## config.mk

```make
export PLATFORM = sky130hd
export DESIGN_NAME = epit_ctrl
export DESIGN_NICKNAME = d
export VERILOG_FILES = /design/src/rtl/epit_pkg.sv /design/src/rtl/epit_ctrl.sv
export SDC_FILE = /design/constraint.sdc
export NUM_CORES = 1
export LEC_CHECK = 0
export ABC_AREA = 1
export BUFFER_PORTS_ARGS = -buffer_cell sky130_fd_sc_hd__buf_2
export CAP_MARGIN = 20
export CORE_ASPECT_RATIO = 0.8
export CORE_MARGIN = 4
export CORE_UTILIZATION = 55
export DETAILED_ROUTE_END_ITERATION = 12
export PLACE_DENSITY = 0.86
export SYNTH_ARGS = -nofsm -noshare
export SYNTH_HDL_FRONTEND = slang
export SYNTH_SLANG_ARGS = --single-unit
export TNS_END_PERCENT = 100
```

## constraint.sdc

```tcl
create_clock -name clk -period 4.2 [get_ports clk]
set_clock_uncertainty 0.2 [all_clocks]
set_input_delay 0.63 -clock clk [delete_from_list [all_inputs] [get_ports clk]]
set_output_delay 0.63 -clock clk [all_outputs]
set_load 0.01 [all_outputs]
```

## src/rtl/epit_pkg.sv

```systemverilog
`timescale 1ns / 1ps
// ----------------------------------------------------------------------------
// epit_pkg
// Shared sizes, codes and the command/status bundles that join the
// controller and the datapath of the expiring pending-id table.
// ----------------------------------------------------------------------------
package epit_pkg;

  // Storage sizes
  localparam int TABLE_DEPTH    = 32;
  localparam int BATCH_MAX      = 16;
  localparam int SNAPSHOT_DEPTH = 128;

  localparam int TAW = $clog2(TABLE_DEPTH);
  localparam int TCW = $clog2(TABLE_DEPTH + 1);
  localparam int SAW = (SNAPSHOT_DEPTH > 1) ? $clog2(SNAPSHOT_DEPTH) : 1;
  localparam int SCW = $clog2(SNAPSHOT_DEPTH + 1);
  localparam int BCW = $clog2(BATCH_MAX + 1);

  // Field widths
  localparam int OPW   = 2;
  localparam int IDW   = 32;
  localparam int NOWW  = 40;
  localparam int LIFEW = 20;
  localparam int EXPW  = 41;
  localparam int KINDW = 3;
  localparam int CNTW  = 6;
  localparam int TWW   = IDW + EXPW;
  localparam int EWW   = IDW + 1;

  localparam logic [LIFEW-1:0] LIFETIME_RESET = LIFEW'(10000);

  // Configuration port
  localparam int CFG_AW = 3;
  localparam int CFG_DW = 32;

  typedef enum logic [OPW-1:0] {
    OP_RECORD = 2'd0,
    OP_SNAP   = 2'd1,
    OP_PUMP   = 2'd2,
    OP_NOP    = 2'd3
  } op_t;

  typedef enum logic [KINDW-1:0] {
    K_NONE      = 3'd0,
    K_NEW       = 3'd1,
    K_REFRESHED = 3'd2,
    K_REPLACED  = 3'd3,
    K_DEPOSIT   = 3'd4,
    K_EXPIRED   = 3'd5,
    K_IGNORED   = 3'd6,
    K_LOADED    = 3'd7
  } kind_t;

  typedef struct packed {
    logic  load_in;
    logic  set_res;
    kind_t res_kind;
    logic  snap_load;
    logic  idx_clr;
    logic  idx_inc;
    logic  min_upd;
    logic  found_set;
    logic  rec_commit;
    logic  pump_init;
    logic  ent_latch;
    logic  sidx_inc;
    logic  hit_set;
    logic  decide;
    logic  k_clr;
    logic  k_inc;
    logic  rem_latch;
    logic  rd_last;
    logic  move;
    logic  out_load;
    logic  out_emit;
    logic  out_last;
  } cmd_t;

  typedef struct packed {
    op_t  op;
    logic id_zero;
    logic allowed;
    logic total_zero;
    logic idx_last;
    logic match;
    logic smatch;
    logic snap_empty;
    logic sidx_last;
    logic emit_empty;
    logic k_last;
    logic out_free;
  } sts_t;

endpackage

```

## src/rtl/epit_ctrl.sv

```systemverilog
`timescale 1ns / 1ps
// ----------------------------------------------------------------------------
// epit_ctrl
// Controller state machine: sequences record scans, pump walks, removals
// and result delivery through commands to the datapath.
// ----------------------------------------------------------------------------
module epit_ctrl (
  input  logic           clk,
  input  logic           rst_n,
  input  logic           in_valid,
  output logic           in_ready,
  input  epit_pkg::sts_t sts,
  output epit_pkg::cmd_t cmd
);
  typedef enum logic [20:0] {
    S_IDLE  = 21'd1 << 0,
    S_DISP  = 21'd1 << 1,
    S_RRD   = 21'd1 << 2,
    S_RCMP  = 21'd1 << 3,
    S_RDONE = 21'd1 << 4,
    S_RES   = 21'd1 << 5,
    S_PRD   = 21'd1 << 6,
    S_PLAT  = 21'd1 << 7,
    S_SRD   = 21'd1 << 8,
    S_SCMP  = 21'd1 << 9,
    S_PDEC  = 21'd1 << 10,
    S_PEND  = 21'd1 << 11,
    S_DRDE  = 21'd1 << 12,
    S_DLATE = 21'd1 << 13,
    S_DRD   = 21'd1 << 14,
    S_DCMP  = 21'd1 << 15,
    S_DLAST = 21'd1 << 16,
    S_DMOVE = 21'd1 << 17,
    S_ORDE  = 21'd1 << 18,
    S_OWAIT = 21'd1 << 19,
    S_SPARE = 21'd1 << 20
  } state_t;

  state_t state_r, state_nxt;

  always_ff @(posedge clk) begin
    if (!rst_n) begin
      state_r <= S_IDLE;
    end else begin
      state_r <= state_nxt;
    end
  end

  assign in_ready = state_r == S_IDLE;

  // Next state and commands
  always_comb begin
    state_nxt    = state_r;
    cmd          = '0;
    cmd.res_kind = epit_pkg::K_NONE;
    case (state_r)
      S_IDLE: begin
        if (in_valid) begin
          cmd.load_in = 1'b1;
          state_nxt   = S_DISP;
        end
      end
      S_DISP: begin
        case (sts.op)
          epit_pkg::OP_RECORD: begin
            if (sts.id_zero) begin
              cmd.set_res  = 1'b1;
              cmd.res_kind = epit_pkg::K_IGNORED;
              state_nxt    = S_RES;
            end else if (sts.total_zero) begin
              state_nxt = S_RDONE;
            end else begin
              cmd.idx_clr = 1'b1;
              state_nxt   = S_RRD;
            end
          end
          epit_pkg::OP_SNAP: begin
            cmd.snap_load = 1'b1;
            state_nxt     = S_RES;
          end
          epit_pkg::OP_PUMP: begin
            if (sts.allowed && !sts.total_zero) begin
              cmd.pump_init = 1'b1;
              state_nxt     = S_PRD;
            end else begin
              cmd.set_res = 1'b1;
              state_nxt   = S_RES;
            end
          end
          default: begin
            cmd.set_res = 1'b1;
            state_nxt   = S_RES;
          end
        endcase
      end
      S_RRD: state_nxt = S_RCMP;
      S_RCMP: begin
        if (sts.match) begin
          cmd.found_set = 1'b1;
          state_nxt     = S_RDONE;
        end else begin
          cmd.min_upd = 1'b1;
          if (sts.idx_last) begin
            state_nxt = S_RDONE;
          end else begin
            cmd.idx_inc = 1'b1;
            state_nxt   = S_RRD;
          end
        end
      end
      S_RDONE: begin
        cmd.rec_commit = 1'b1;
        state_nxt      = S_RES;
      end
      S_RES: begin
        if (sts.out_free) begin
          cmd.out_load = 1'b1;
          cmd.out_last = 1'b1;
          state_nxt    = S_IDLE;
        end
      end
      S_PRD: state_nxt = S_PLAT;
      S_PLAT: begin
        cmd.ent_latch = 1'b1;
        state_nxt     = sts.snap_empty ? S_PDEC : S_SRD;
      end
      S_SRD: state_nxt = S_SCMP;
      S_SCMP: begin
        if (sts.smatch) begin
          cmd.hit_set = 1'b1;
          state_nxt   = S_PDEC;
        end else if (sts.sidx_last) begin
          state_nxt = S_PDEC;
        end else begin
          cmd.sidx_inc = 1'b1;
          state_nxt    = S_SRD;
        end
      end
      S_PDEC: begin
        cmd.decide = 1'b1;
        if (sts.idx_last) begin
          state_nxt = S_PEND;
        end else begin
          cmd.idx_inc = 1'b1;
          state_nxt   = S_PRD;
        end
      end
      S_PEND: begin
        if (sts.emit_empty) begin
          cmd.set_res = 1'b1;
          state_nxt   = S_RES;
        end else begin
          cmd.k_clr = 1'b1;
          state_nxt = S_DRDE;
        end
      end
      S_DRDE: state_nxt = S_DLATE;
      S_DLATE: begin
        cmd.rem_latch = 1'b1;
        state_nxt     = S_DRD;
      end
      S_DRD: state_nxt = S_DCMP;
      S_DCMP: begin
        if (sts.match || sts.idx_last) begin
          cmd.found_set = 1'b1;
          state_nxt     = S_DLAST;
        end else begin
          cmd.idx_inc = 1'b1;
          state_nxt   = S_DRD;
        end
      end
      S_DLAST: begin
        cmd.rd_last = 1'b1;
        state_nxt   = S_DMOVE;
      end
      S_DMOVE: begin
        cmd.move = 1'b1;
        if (sts.k_last) begin
          cmd.k_clr = 1'b1;
          state_nxt = S_ORDE;
        end else begin
          cmd.k_inc = 1'b1;
          state_nxt = S_DRDE;
        end
      end
      S_ORDE: state_nxt = S_OWAIT;
      S_OWAIT: begin
        if (sts.out_free) begin
          cmd.out_load = 1'b1;
          cmd.out_emit = 1'b1;
          cmd.out_last = sts.k_last;
          if (sts.k_last) begin
            state_nxt = S_IDLE;
          end else begin
            cmd.k_inc = 1'b1;
            state_nxt = S_ORDE;
          end
        end
      end
      default: state_nxt = S_IDLE;
    endcase
  end
endmodule

```

==> results.json, run 1 <==
{
  "status": "finished, final reports clean",
  "path_cells": "nor2_2 -> nand2_2 -> nor2_4 -> nand3_1 -> a21oi_1 -> o21bai_1 -> buf_2",
  "largest_reg_flops": 20,
  "place_congestion": 0.887,
  "drt_wl_total_um": 3530,
  "yosysTopAreaCell": "dfxtp_1",
  "syn2layout_area_growth_pct": 14.7,
  "netlist_top_cells_count": "inv_1, nand2_1, nor2_1",
  "setup_viol": 0,
  "holdWs_ns": 0.393,
  "maxSlewViolCount": 0,
  "synth_seq_cells": 20,
  "placed_cell_area_um2": 1760,
  "dieArea_um2": 3750,
  "antenna_found_initial": 0,
  "grt_max_degree": 18,
  "post_cts_buffers": 0,
  "critPathArrivalTime_ns": 1.82,
  "synthArstFlopShare_pct": 0,
  "diodes": 0,
  "design_area_um2": 1780,
  "die_x_um": 67.4,
  "crit_required_ns": 3.37,
  "cts_hold_buf": 0,
  "clockBufferDepth": 2,
  "critPathSlowestCell": "dfxtp_1",
  "ys_top_cells_by_area": "dfxtp_1, inv_1, nand3_1, nand2_1, nor2_1",
  "fp.dieH_um": 55.5,
  "port_buffers": 39,
  "critPathCaptureType": "primary output",
  "drc": 0,
  "final-hold-violation-count": 0,
  "postRouteAntennaNets": 0,
  "clock_latency_ns": 0.30,
  "synth_fp_nets": 257,
  "gr-total-overflow": 0,
  "yosysSeqAreaShare_pct": 25.8,
  "dr.pass1.iters": 7,
  "setup_ws_ns": 1.55,
  "cp-start-kind": "flip-flop",
  "routed_via_density": 4.98,
  "grt_use_met2_pct": 32.6,
  "fp.coreArea_um2": 2560,
  "min_path_type": "flip-flop to flip-flop",
  "drt-initial-drc-count": 102,
  "nets": 297,
  "tns_ns": 0,
  "fmax_mhz": 377,
  "ctsResizeCount": 0,
  "dp_slack_ns": 1.90,
  "syn_avg_cell_area_um2": 6.45,
  "synth_top_cell_area_share_pct": 25.8,
  "slowest_delay_ns": 0.34,
  "synth_cell_types": 31,
  "synth_warnings": 0,
  "p_leak_nw": 1.08,
  "start_util_pct": 60.6,
  "syn_inst": 241,
  "wl_per_cell_um": 11.2,
  "ir_drop_uv": 219,
  "timing.max_cap.violations": 0,
  "ctsRootBufferMaster": "clkbuf_4",
  "grtUsageMet3_pct": 5.48,
  "cts_made_buffers": 3,
  "clock-sinks": 20,
  "dp_hpwl_um": 2910,
  "cp_max_fo": 8,
  "top_register": "state_r",
  "syn-cell-area_um2": 1550,
  "post-route-period-util_pct": 63.1,
  "num_io_pins": 41,
  "min_period_ns": 2.65,
  "rows": 16,
  "global_route.peak_usage_layer": "met2",
  "grt_pass1_wl_um": 6070,
  "clkTransAtPathRegs_ns": 0.11,
  "drive_above_1_share_pct": 26.9,
  "worstSetupPathType": "flip-flop to primary output",
  "htree_num_levels": 1,
  "via_count": 1568,
  "p_per_area_nw_per_um2": 340,
  "synth_edf_count": 0,
  "cts_tree": "yes",
  "grt_usage_pct": 20.5,
  "grt_pass1_vias": 1407,
  "yosysMostFrequentCell": "inv_1",
  "rsz0062_at_grt": "no",
  "met1_usage_pct": 28.4,
  "reg.largest.list": "state_r: 20 flops",
  "synth_ff_type": "dfxtp_1"
}
==> through the flow <==
step	instances	power (mW)	utilization (%)
4_1_cts	315	0.608	69.6
3_5_place_dp	312	0.520	68.7
6_report	315	0.607	69.6
5_1_grt	315	0.651	69.6
2_1_floorplan	241	0.470	-
3_3_place_gp	312	0.515	68.7
==> power breakdown <==
part | leakage, nW | switching, mW | internal [mW] | total [mW]
clock network | 0.0138 | 0.0573 | 0.0334 | 0.0907
registers | 0.162 | 0.0122 | 0.203 | 0.215
logic | 0.906 | 0.202 | 0.0992 | 0.301
total | 1.08 | 0.272 | 0.335 | 0.607
==> final timing paths <==
path                            startpoint                  endpoint  slack (ns)  cells past startpoint
hold / removal     state_r[5]$_SDFFE_PN0P_   state_r[5]$_SDFFE_PN0P_        0.39                      2
setup reg to reg  state_r[12]$_SDFFE_PN0P_  state_r[19]$_SDFFE_PN0P_        2.39                     10
hold reg to reg    state_r[5]$_SDFFE_PN0P_   state_r[5]$_SDFFE_PN0P_        0.39                      2
setup / recovery   state_r[0]$_SDFFE_PN1P_                   cmd[14]        1.55                      7
==> cells by family (layout without fill, tap and decap cells) <==
family                 after synthesis  in the layout  share of synthesized area [%]
buffers and inverters               59             97                           15.6
other                                1              1                          0.241
AND/OR/NAND/NOR                    145            145                           52.4
AO/OA/AOI/OAI                       16             16                           5.96
flip-flops                          20             20                           25.8
==> layout make-up <==
type                            instances  area, um2
Multi-Input combinational cell        162        911
Fill cell                             266        779
Tap cell                               36       45.0
Clock buffer                            3       22.5
Sequential cell                        20        400
Timing Repair Buffer                   39        195
Inverter                               55        209
==> cells in the final DEF (no fill, tap or decap), types with 4 or more instances in the layout <==
cell,n
a21oi_1,5
buf_2,39
dfxtp_1,20
inv_1,51
nand2_1,34
nand2_2,4
nand3_1,27
nand3_2,4
nand3b_1,6
nor2_1,30
nor2_2,8
nor3_1,16
o21ai_0,4
==> per-layer routing <==
layer	vias to the layer above	share of wire, %
met3	2	10
li1	826	-
met1	676	44
met5	-	0
met4	0	0.37
met2	64	45
==> worst max-delay path: cells and delay by family (launching register included) <==
kind                   cells  cell delay [ns]
AO/OA/AOI/OAI              2             0.36
buffers and inverters      1             0.14
flip-flops                 1             0.34
AND/OR/NAND/NOR            4             0.68
(Power assumes the default switching activity.)
==> run 2: changes to the inputs <==
Settings changed: CORE_UTILIZATION 55 to 47, PLACE_DENSITY 0.86 to 0.78.
Clock period 4.2 ns to 2.1 ns, I/O delays scaled along.
==> run 2 against run 1 <==
  * The flow now finishes with violations (negative setup slack)
  * Worst hold slack worse by 0.24 ns
  * Wire length grew 41%
  * Power rose to 2.9 times the previous value
  * Critical path depth is 1 higher
  * Setup slack got worse by 1.6 ns
  * Clock power rose to 4.3 times the previous value
==> results.json, run 2 (synthesis gave the netlist of run 1 again) <==
{
  "port_buffers": 39,
  "largest_reg_flops": 20,
  "stdcell_count": 354,
  "holdWs_ns": 0.153,
  "final_common_cell": "inv_1",
  "dp_hpwl_um": 3010,
  "p_per_area_nw_per_um2": 739,
  "cp_max_fo": 7,
  "fp.coreArea_um2": 3130,
  "rsz0062_at_grt": "yes",
  "num_io_pins": 41,
  "setup_ws_ns": -0.0637,
  "p_leak_nw": 1.30,
  "rows": 18,
  "htree_num_levels": 1,
  "drive_above_1_share_pct": 49.7,
  "grt_max_degree": 18,
  "nets": 331,
  "seq_area_um2": 417,
  "ctsRootBufferMaster": "clkbuf_8",
  "min_period_ns": 2.16,
  "cts_tree": "yes",
  "drc": 0,
  "cts_made_buffers": 3,
  "antenna_found_initial": 0,
  "slowest_delay_ns": 0.36,
  "die_x_um": 72.3,
  "drt_wl_total_um": 4990,
  "design_area_um2": 2380,
  "min_path_type": "input pin to flip-flop",
  "placed_cell_area_um2": 1780,
  "final-hold-violation-count": 0,
  "reg.largest.list": "state_r: 20 flops",
  "timing.max_cap.violations": 0,
  "clock_latency_ns": 0.26,
  "via_count": 1806,
  "gr-total-overflow": 0,
  "failed_checks": "negative setup slack",
  "ir_drop_uv": 490,
  "drt-initial-drc-count": 79,
  "crit_buf_inv": 3,
  "dp_slack_ns": 0.0762,
  "place_congestion": 0.890,
  "r2r_slack_ns": 0.11,
  "grt_pass1_wl_um": 7180,
  "hp-start": "in_valid",
  "cts_hold_buf": 0,
  "dr.pass1.iters": 4,
  "wl_per_cell_um": 14.1,
  "critPathCaptureType": "primary output",
  "worstSetupPathType": "flip-flop to primary output",
  "worst_hold_path.endpoint": "state_r[1]$_SDFFE_PN0P_",
  "grt_pass1_vias": 1667,
  "tns_ns": -0.458,
  "finalPower_mw": 1.76,
  "clock-sinks": 20,
  "post-route-util_pct": 76.2,
  "multi_input_area_um2": 1160,
  "top_register": "state_r",
  "cp_top_family": "simple AND/OR/NAND/NOR gates",
  "path_cells": "nor2_4 -> nand2_4 -> buf_6 -> nor2_4 -> buf_6 -> nand3_4 -> a21oi_2 -> buf_2",
  "postRouteAntennaNets": 0,
  "final_cell_mix": "inv_1, buf_2, nand2_1",
  "r2r-start": "state_r[10]$_SDFFE_PN0P_",
  "dieArea_um2": 4300,
  "critPathSlowestCell": "dfxtp_4",
  "post-route-period-util_pct": 103,
  "syn2layout_area_growth_pct": 53.5,
  "routed_via_density": 5.10,
  "maxSlewViolCount": 0,
  "min_path_cells": 3,
  "status": "finished, violations left",
  "crit_required_ns": 1.58,
  "start_util_pct": 49.6,
  "critPathArrivalTime_ns": 1.65,
  "timing.reg2reg.worst_path_depth": 12,
  "grt_usage_pct": 21.4,
  "fp.dieH_um": 59.4,
  "cp-start-kind": "flip-flop",
  "fmax_mhz": 462,
  "dpl.cell_count": 318,
  "clockBufferDepth": 2,
  "nFillCells": 215,
  "diodes": 0,
  "rr_endpoint": "state_r[19]$_SDFFE_PN0P_",
  "setup_viol": 12,
  "clkTransAtPathRegs_ns": 0.08
}
==> run 2: repair_timing <==
| item | in CTS | in global routing |
|---|---|---|
| pin swaps | 20 | 20 |
| gates resized for setup | 34 | 44 |
| setup buffers | 20 | 12 |
| hold endpoints to repair | 0 | 0 |
| cloned | 0 | 0 |
| setup endpoints to repair | 15 | 23 |
==> run 2: worst max path at each step <==
stage	start	endpoint	slack (ns)	cells after the start
finish	state_r[10]$_SDFFE_PN0P_	cmd[2]	-0.06	8
floorplan	state_r[12]$_SDFFE_PN0P_	cmd[21]	0.1	6
detailed placement	state_r[16]$_SDFFE_PN0P_	cmd[22]	0.08	8
CTS	state_r[15]$_SDFFE_PN0P_	cmd[22]	-0.05	8
global placement	state_r[10]$_SDFFE_PN0P_	cmd[22]	0.14	8
global route	state_r[12]$_SDFFE_PN0P_	cmd[0]	-0.15	8
==> run 2: cell type report <==
| cell class | instances | area share (%) |
|---|---|---|
| flip-flops and latches | 20 | 17.5 |
| inverters | 55 | 8.87 |
| clock buffers | 3 | 1.73 |
| multi-input cells | 162 | 48.7 |
| well taps | 40 | 2.10 |
| repair buffers | 73 | 19.8 |
| clock inverters | 1 | 1.26 |
==> run 2: tightest hold or removal path: cells and delay by family <==
family | cells | cell delay (ns)
simple gates | 1 | 0.06
buf+inv | 2 | 0.20
==> run 2: where the power goes <==
part	leakage, nW	switching (mW)	internal [mW]
Combinational	1.10	0.569	0.358
Sequential	0.168	0.0374	0.406
Clock	0.0357	0.137	0.255
==> run 2: layer usage <==
layer / up-vias / track usage [%] / wire length (um)
met2: 63 / 38.0 / 2490
met4: 0 / 4.83 / 53
met5: - / 0 / 0
met1: 841 / 26.5 / 2160
li1: 894 / - / -
met3: 8 / 4.58 / 277
==> run 3: changes to the inputs <==
Settings changed: SKIP_LAST_GASP set to 1.
==> run 3 against run 2 <==
  * Critical endpoint is now cmd[0]
  * Count of clock-buffer cells in the layout stayed put
  * First-iteration DRC count down 11%
  * Largest cell class unchanged
  * The flow still finishes with violations (negative setup slack)
  * Cell area down 1.9%
==> results.json, run 3 (synthesis gave the netlist of run 1 again) <==
{
  "placed_cell_area_um2": 1780,
  "cp-start-kind": "flip-flop",
  "die_x_um": 72.3,
  "cts_tree": "yes",
  "antenna_found_initial": 0,
  "ctsRootBufferMaster": "clkbuf_8",
  "routed_via_density": 5.06,
  "dpl.cell_count": 318,
  "drt-initial-drc-count": 70,
  "final-hold-violation-count": 0,
  "syn2layout_area_growth_pct": 50.6,
  "tns_ns": -0.479,
  "maxSlewViolCount": 0,
  "drc": 0,
  "min_path_type": "input pin to flip-flop",
  "stdcell_count": 353,
  "timing.max_cap.violations": 0,
  "drive_above_1_share_pct": 47.0,
  "nets": 330,
  "failed_checks": "negative setup slack",
  "ir_drop_uv": 502,
  "netSwitchingPower_uw": 712,
  "rsz0062_at_grt": "yes",
  "gr-total-overflow": 0,
  "largest_reg_flops": 20,
  "dp_slack_ns": 0.0762,
  "drt_wl_total_um": 4910,
  "dr.pass1.iters": 4,
  "cts_made_buffers": 3,
  "design_area_um2": 2340,
  "p_clk_share_pct": 22.7,
  "multi_input_area_um2": 1120,
  "final_cell_mix": "inv_1, buf_2, nand2_1",
  "seq_area_um2": 413,
  "grt_pass1_wl_um": 7200,
  "p_int_mw": 1.02,
  "start_util_pct": 49.6,
  "holdWs_ns": 0.150,
  "p_comb_share_pct": 51.5,
  "dp_hpwl_um": 3010,
  "top_register": "state_r",
  "postRouteAntennaNets": 0,
  "wl_per_cell_um": 13.9,
  "post-route-period-util_pct": 103,
  "cts_hold_buf": 0,
  "port_buffers": 39,
  "clkTransAtPathRegs_ns": 0.08,
  "num_io_pins": 41,
  "diodes": 0,
  "status": "finished, violations left",
  "fp.dieH_um": 59.4,
  "setup_ws_ns": -0.0700,
  "pwr-share-seq_pct": 25.8,
  "via_count": 1785,
  "critPathArrivalTime_ns": 1.65,
  "critPathCaptureType": "primary output",
  "rows": 18,
  "clock-sinks": 20,
  "final_common_cell": "inv_1",
  "worstSetupPathType": "flip-flop to primary output",
  "clockBufferDepth": 2,
  "p_leak_nw": 1.30,
  "setup_viol": 13,
  "swShare_pct": 41.2,
  "fmax_mhz": 461,
  "grt_pass1_vias": 1671,
  "place_congestion": 0.890,
  "crit_required_ns": 1.58,
  "fp.coreArea_um2": 3130,
  "p_per_area_nw_per_um2": 739,
  "clock_latency_ns": 0.27,
  "cp_max_fo": 8,
  "grt_usage_pct": 21.3,
  "grt_max_degree": 18,
  "min_period_ns": 2.17,
  "reg.largest.list": "state_r: 20 flops",
  "nFillCells": 223,
  "htree_num_levels": 1,
  "dieArea_um2": 4300
}
## run 3: cell types whose count changed in the layout (fill, tap and decap cells not counted), sizes merged
| cell | before | now |
|---|---|---|
| buf | 73 | 72 |
## run 3: worst paths after layout
| kind | from | endpoint | slack [ns] | depth (start not counted) |
|---|---|---|---|---|
| setup / recovery | state_r[2]$_SDFFE_PN0P_ | cmd[0] | -0.07 | 8 |
| hold / removal | in_valid | state_r[1]$_SDFFE_PN0P_ | 0.15 | 3 |
| setup reg to reg | state_r[11]$_SDFFE_PN0P_ | state_r[19]$_SDFFE_PN0P_ | 0.10 | 12 |
| hold reg to reg | state_r[5]$_SDFFE_PN0P_ | state_r[5]$_SDFFE_PN0P_ | 0.36 | 2 |
## run 3: layout make-up
cell class / count / area share (%)
clock buffer: 3 / 1.76
timing repair buffer: 72 / 20.1
sequential: 20 / 17.6
clock inverter: 1 / 1.28
inverter: 55 / 9.04
tap: 40 / 2.14
multi-input combinational: 162 / 48.1
## run 3: power groups by stage
stage | clock network [mW] | registers, mW | logic, mW
4_1_cts | 0.399 | 0.434 | 0.763
2_1_floorplan | 0 | 0.433 | 0.507
3_3_place_gp | 0 | 0.436 | 0.608
6_report | 0.393 | 0.446 | 0.891
5_1_grt | 0.416 | 0.448 | 0.948
3_5_place_dp | 0 | 0.438 | 0.617
## run 3: stage by stage
step	utilization (%)	total power, mW
floorplan	-	0.941
global placement	56.9	1.04
detailed placement	56.9	1.06
CTS	67.9	1.60
global route	74.7	1.81
finish	74.7	1.73
## run 3: repair_timing
item,in CTS,in global routing
resized for setup,33,35
setup endpoints to repair,15,23
buffers inserted,20,11
pin swaps,20,17
## run 3: worst max-delay path, stage by stage, from the launching register on
cell and delay (ns):
dfxtp_1 0.35, nor2_2 0.17, nand2_4 0.10, nor2_8 0.18
nand3_4 0.15, nor2_4 0.16, inv_2 0.04, a21oi_2 0.09
buf_2 0.13
## run 3: layer usage
layer	up-vias	global-route usage, %	share of wire [%]
met3	4	4.41	4.8
met1	839	26.6	45
met4	0	4.56	0.47
met2	45	38.0	50
li1	897	-	-
met5	-	0	0
